`src/rtl/gcc_pkg.sv`:
```
// Shared types, widths and helpers for the Gray-code correspondence decoder.
// No dependencies; used by gcc_regs and gray_code_correspondence.
package gcc_pkg;

  localparam int unsigned CMD_W    = 3;
  localparam int unsigned PLANE_W  = 4;
  localparam int unsigned CCOL_W   = 8;
  localparam int unsigned CROW_W   = 8;
  localparam int unsigned PCOL_W   = 7;
  localparam int unsigned PROW_W   = 7;
  localparam int unsigned SAMPLE_W = 8;
  localparam int unsigned THR_W    = 9;
  localparam int unsigned DIFF_W   = SAMPLE_W + 2;
  localparam int unsigned PT_W     = 8;

  // Gray fields: bit length of the projector width and height.
  localparam int unsigned GRAY_W = 8;
  localparam int unsigned CODE_W = 2 * GRAY_W;

  // Pixel word: {code, reverse valid, projector row, projector column}.
  localparam int unsigned REV_W  = 1 + PROW_W + PCOL_W;
  localparam int unsigned PIX_AW = CROW_W + CCOL_W;
  localparam int unsigned PIX_DW = CODE_W + REV_W;
  localparam int unsigned PIX_DEPTH = 1 << PIX_AW;

  // Code word: {valid, camera row, camera column}.
  localparam int unsigned CODE_DW = 1 + CROW_W + CCOL_W;
  localparam int unsigned CODE_DEPTH = 1 << CODE_W;

  // APB register map.
  localparam int unsigned PADDR_W = 3;
  localparam int unsigned PDATA_W = 32;
  localparam logic REG_THRESHOLD = 1'b0;

  typedef enum logic [CMD_W-1:0] {
    CMD_CAPTURE    = 3'd0,
    CMD_INVALIDATE = 3'd1,
    CMD_RECORD     = 3'd2,
    CMD_QUERY_PRJ  = 3'd3,
    CMD_QUERY_CAM  = 3'd4
  } cmd_e;

  typedef enum logic [2:0] {
    ST_CLEAR,
    ST_IDLE,
    ST_EXEC,
    ST_REV,
    ST_EMIT
  } state_e;

  function automatic logic [GRAY_W-1:0] gray_of(input logic [GRAY_W-1:0] v);
    gray_of = v ^ (v >> 1);
  endfunction

endpackage

```
`src/rtl/gcc_regs.sv`:
```
// APB configuration register file: the signed binarisation threshold.
// Depends on gcc_pkg for widths and the register map.
module gcc_regs (
  input  logic                         clk_i,
  input  logic                         rst_ni,
  input  logic                         psel,
  input  logic                         penable,
  input  logic                         pwrite,
  input  logic [gcc_pkg::PADDR_W-1:0]  paddr,
  input  logic [gcc_pkg::PDATA_W-1:0]  pwdata,
  output logic [gcc_pkg::PDATA_W-1:0]  prdata,
  output logic                         pready,
  output logic signed [gcc_pkg::THR_W-1:0] threshold_o
);

  logic [gcc_pkg::THR_W-1:0] thr_q;
  logic [gcc_pkg::THR_W-1:0] thr_d;
  logic                      sel_thr;

  assign pready  = 1'b1;
  assign sel_thr = (paddr[2] == gcc_pkg::REG_THRESHOLD);

  always_comb begin
    thr_d = thr_q;
    if (psel && penable && pwrite && pready && sel_thr) begin
      thr_d = pwdata[gcc_pkg::THR_W-1:0];
    end
  end

  always_ff @(posedge clk_i or negedge rst_ni) begin
    if (!rst_ni) begin
      thr_q <= '0;
    end else begin
      thr_q <= thr_d;
    end
  end

  always_comb begin
    prdata = '0;
    if (sel_thr) begin
      prdata = {{(gcc_pkg::PDATA_W-gcc_pkg::THR_W){thr_q[gcc_pkg::THR_W-1]}}, thr_q};
    end
  end

  assign threshold_o = $signed(thr_q);

endmodule

```
`config.mk`:
```
export PLATFORM = sky130hd
export DESIGN_NAME = gcc_regs
export DESIGN_NICKNAME = d
export VERILOG_FILES = /design/src/rtl/gcc_pkg.sv /design/src/rtl/gcc_regs.sv
export SDC_FILE = /design/constraint.sdc
export NUM_CORES = 1
export LEC_CHECK = 0
export BUFFER_PORTS_ARGS = -buffer_cell sky130_fd_sc_hd__buf_2
export CORE_MARGIN = 4
export CORE_UTILIZATION = 25
export CTS_CLUSTER_SIZE = 25
export DETAILED_ROUTE_END_ITERATION = 6
export PLACE_DENSITY = 0.68
export SETUP_SLACK_MARGIN = 0.5
export SLEW_MARGIN = 10
export SYNTH_ARGS = -nofsm -noshare
export SYNTH_HDL_FRONTEND = slang
export SYNTH_SLANG_ARGS = --single-unit
```
`constraint.sdc`:
```
create_clock -name clk_i -period 1 [get_ports clk_i]
set_input_delay 0.05 -clock clk_i [delete_from_list [all_inputs] [get_ports clk_i]]
set_output_delay 0.05 -clock clk_i [all_outputs]
set_load 0.01 [all_outputs]
```
==> out/results.ini <==
[sta]
setup_viol = 33
rsz0062_at_grt = yes
fin_setup_tns_ps = -2020
finClkSkew_ps = 0
maxSlewViolCount = 0
post-route-period-util_pct = 108
layout_setup_ws_ps = -83.1
hold_viol = 0
timing.hold.ws_ps = 26.4
period_needed_ps = 1080
max_freq_mhz = 923

[layout]
stdcell_area_sq_um = 1160
utilization_pct = 51.0
finalNetCount = 143
area_delta_synth_final_pct = 89.2
diodes = 0
layout-drive-gt1-share_pct = 89.2
layout_common_cells = 42 x buf_6, 21 x buf_2, 8 x and2b_2, 8 x mux2_4, 8 x dfrtp_1
final_common_cell = buf_6
nFillCells = 198
largest_register_ffs = 9
ff_latch_area_sq_um = 226
multi_input_comb_area_sq_um = 269
final_cells = 130

[placement]
dp.cells = 113
place.gp.congestion = 0.607
dp.final_hpwl_um = 1040
io_buffers = 55
postPlaceCellArea_sq_um = 782

[synthesis]
synth-seq-cells = 9
netlist_instances = 53
synth_nets = 93
syn_area_sq_um = 613
syn_area_per_cell_sq_um = 11.6
synth_cell_types = 6
yosys.area.top_type_share_pct = 36.7
yosysWarningCount = 0
yosysSeqAreaShare_pct = 36.7
synth.area.top_cells = dfrtp_1 37%, buf_4 29%, mux2_2 17%
synth_top_area_cell = dfrtp_1

[floorplanning]
die_x_um = 57.5
coreArea_sq_um = 2280
core.rowCount = 17
io_pins = 82
chipHeight_um = 57.5
die_area_sq_um = 3310
start_util_pct = 26.9

[clock_tree]
clk_pin_slew_ps = 60
worstSkewPairLatency_ps = 250
clock_path_buffers = 2
cts-root-buf = clkbuf_4
cts_max_level = 1
cts-buffers-inserted = 3
cts_sinks = 9
cts_tree = built

[power_and_ir_drop]
powerDensity_nw_per_um2 = 1660
p_leak_nw = 0.638
ir_worst_vdd_mv = 1.07

[grt]
grt_pass1_vias = 587
grt_pass1_wl_um = 2630
antenna_found_initial = 0
grt_max_degree = 13
grt_usage_pct = 10.1
overflow = 0

[drt]
num_vias = 538
drc = 0
wl_um = 1790
routed_via_density = 4.14
drtIter0Drc = 6
dr.pass1.iters = 3
routedWlPerCell_um = 13.8
drtAntennaViolNets = 0

[setup_path]
required_ps = 950
cp-end-kind = primary output
arrival_ps = 1030
path_class = flop to primary output
cp_max_fo = 6
rrSetupSlack_ps = 50
startpoint_type = flop

[status]
violations = setup timing
status = finished, violations left

[worst_hold_path]
hold_path_class = input pin to flop

[flow_run]
drv_cap = 0

## cell type report
class	instances	share of cell area [%]
Sequential cell	9	19.5
Multi-Input combinational cell	23	23.2
Tap cell	28	3.02
Clock buffer	4	2.27
Timing Repair Buffer	66	52.0
## per-layer routing
layer | part of all wire, % | vias up | global-route usage (%)
li1 | - | 245 | -
met1 | 35 | 248 | 9.82
met2 | 54 | 45 | 19.5
met3 | 11 | 0 | 3.85
met4 | 0 | 0 | 2.98
met5 | 0 | - | 0
## stage by stage
step           total power, W  setup slack (ps)
6_report              0.00193             -83.1
5_1_grt               0.00204              -132
4_1_cts               0.00174              -119
3_5_place_dp          0.00114              28.2
3_3_place_gp          0.00113              51.6
2_1_floorplan         0.00101              97.0
## Yosys cell counts (all sizes together)
cell    number
buf         24
and2b        9
dfrtp        9
mux2         9
conb         1
nand4b       1
## timing repair
| item | CTS | global route |
|---|---|---|
| hold buffers | 1 | 0 |
| endpoints found under the setup margin | 50 | 50 |
| setup buffers | 8 | 1 |
| gates cloned | 2 | 1 |
| resized for setup | 24 | 25 |
| hold endpoints to repair | 9 | 0 |
## final timing paths
path / from / depth (start not counted) / end
max in group asynchronous: rst_ni / 2 / threshold_o[8]
max: threshold_o[8] / 2 / prdata[18]
max reg2reg: threshold_o[8] / 2 / threshold_o[8]
min: pwdata[8] / 2 / threshold_o[8]
min in group asynchronous: rst_ni / 2 / threshold_o[7]
min reg2reg: threshold_o[0] / 2 / threshold_o[0]
## kinds of logic after synthesis
| logic type | synth area share (%) |
|---|---|
| and+or+nand+nor | 16.7 |
| buffers and inverters | 29.4 |
| other | 0.612 |
| muxes | 16.5 |
| DFF | 36.7 |
## report_power, final
part	total (W)	leakage (nW)	switching, W	internal (W)
logic	0.00114	0.516	0.000411	0.000733
clock network	0.000274	0.0150	0.000121	0.000153
registers	0.000513	0.107	0.0000656	0.000447
total	0.00193	0.638	0.000597	0.00133
## worst max-delay path, cell delays in order (launching register included)
cell and delay (ps):
dfrtp_2 440, and2b_4 220, buf_6 130
No activity file was read; power rests on OpenSTA's default activity.
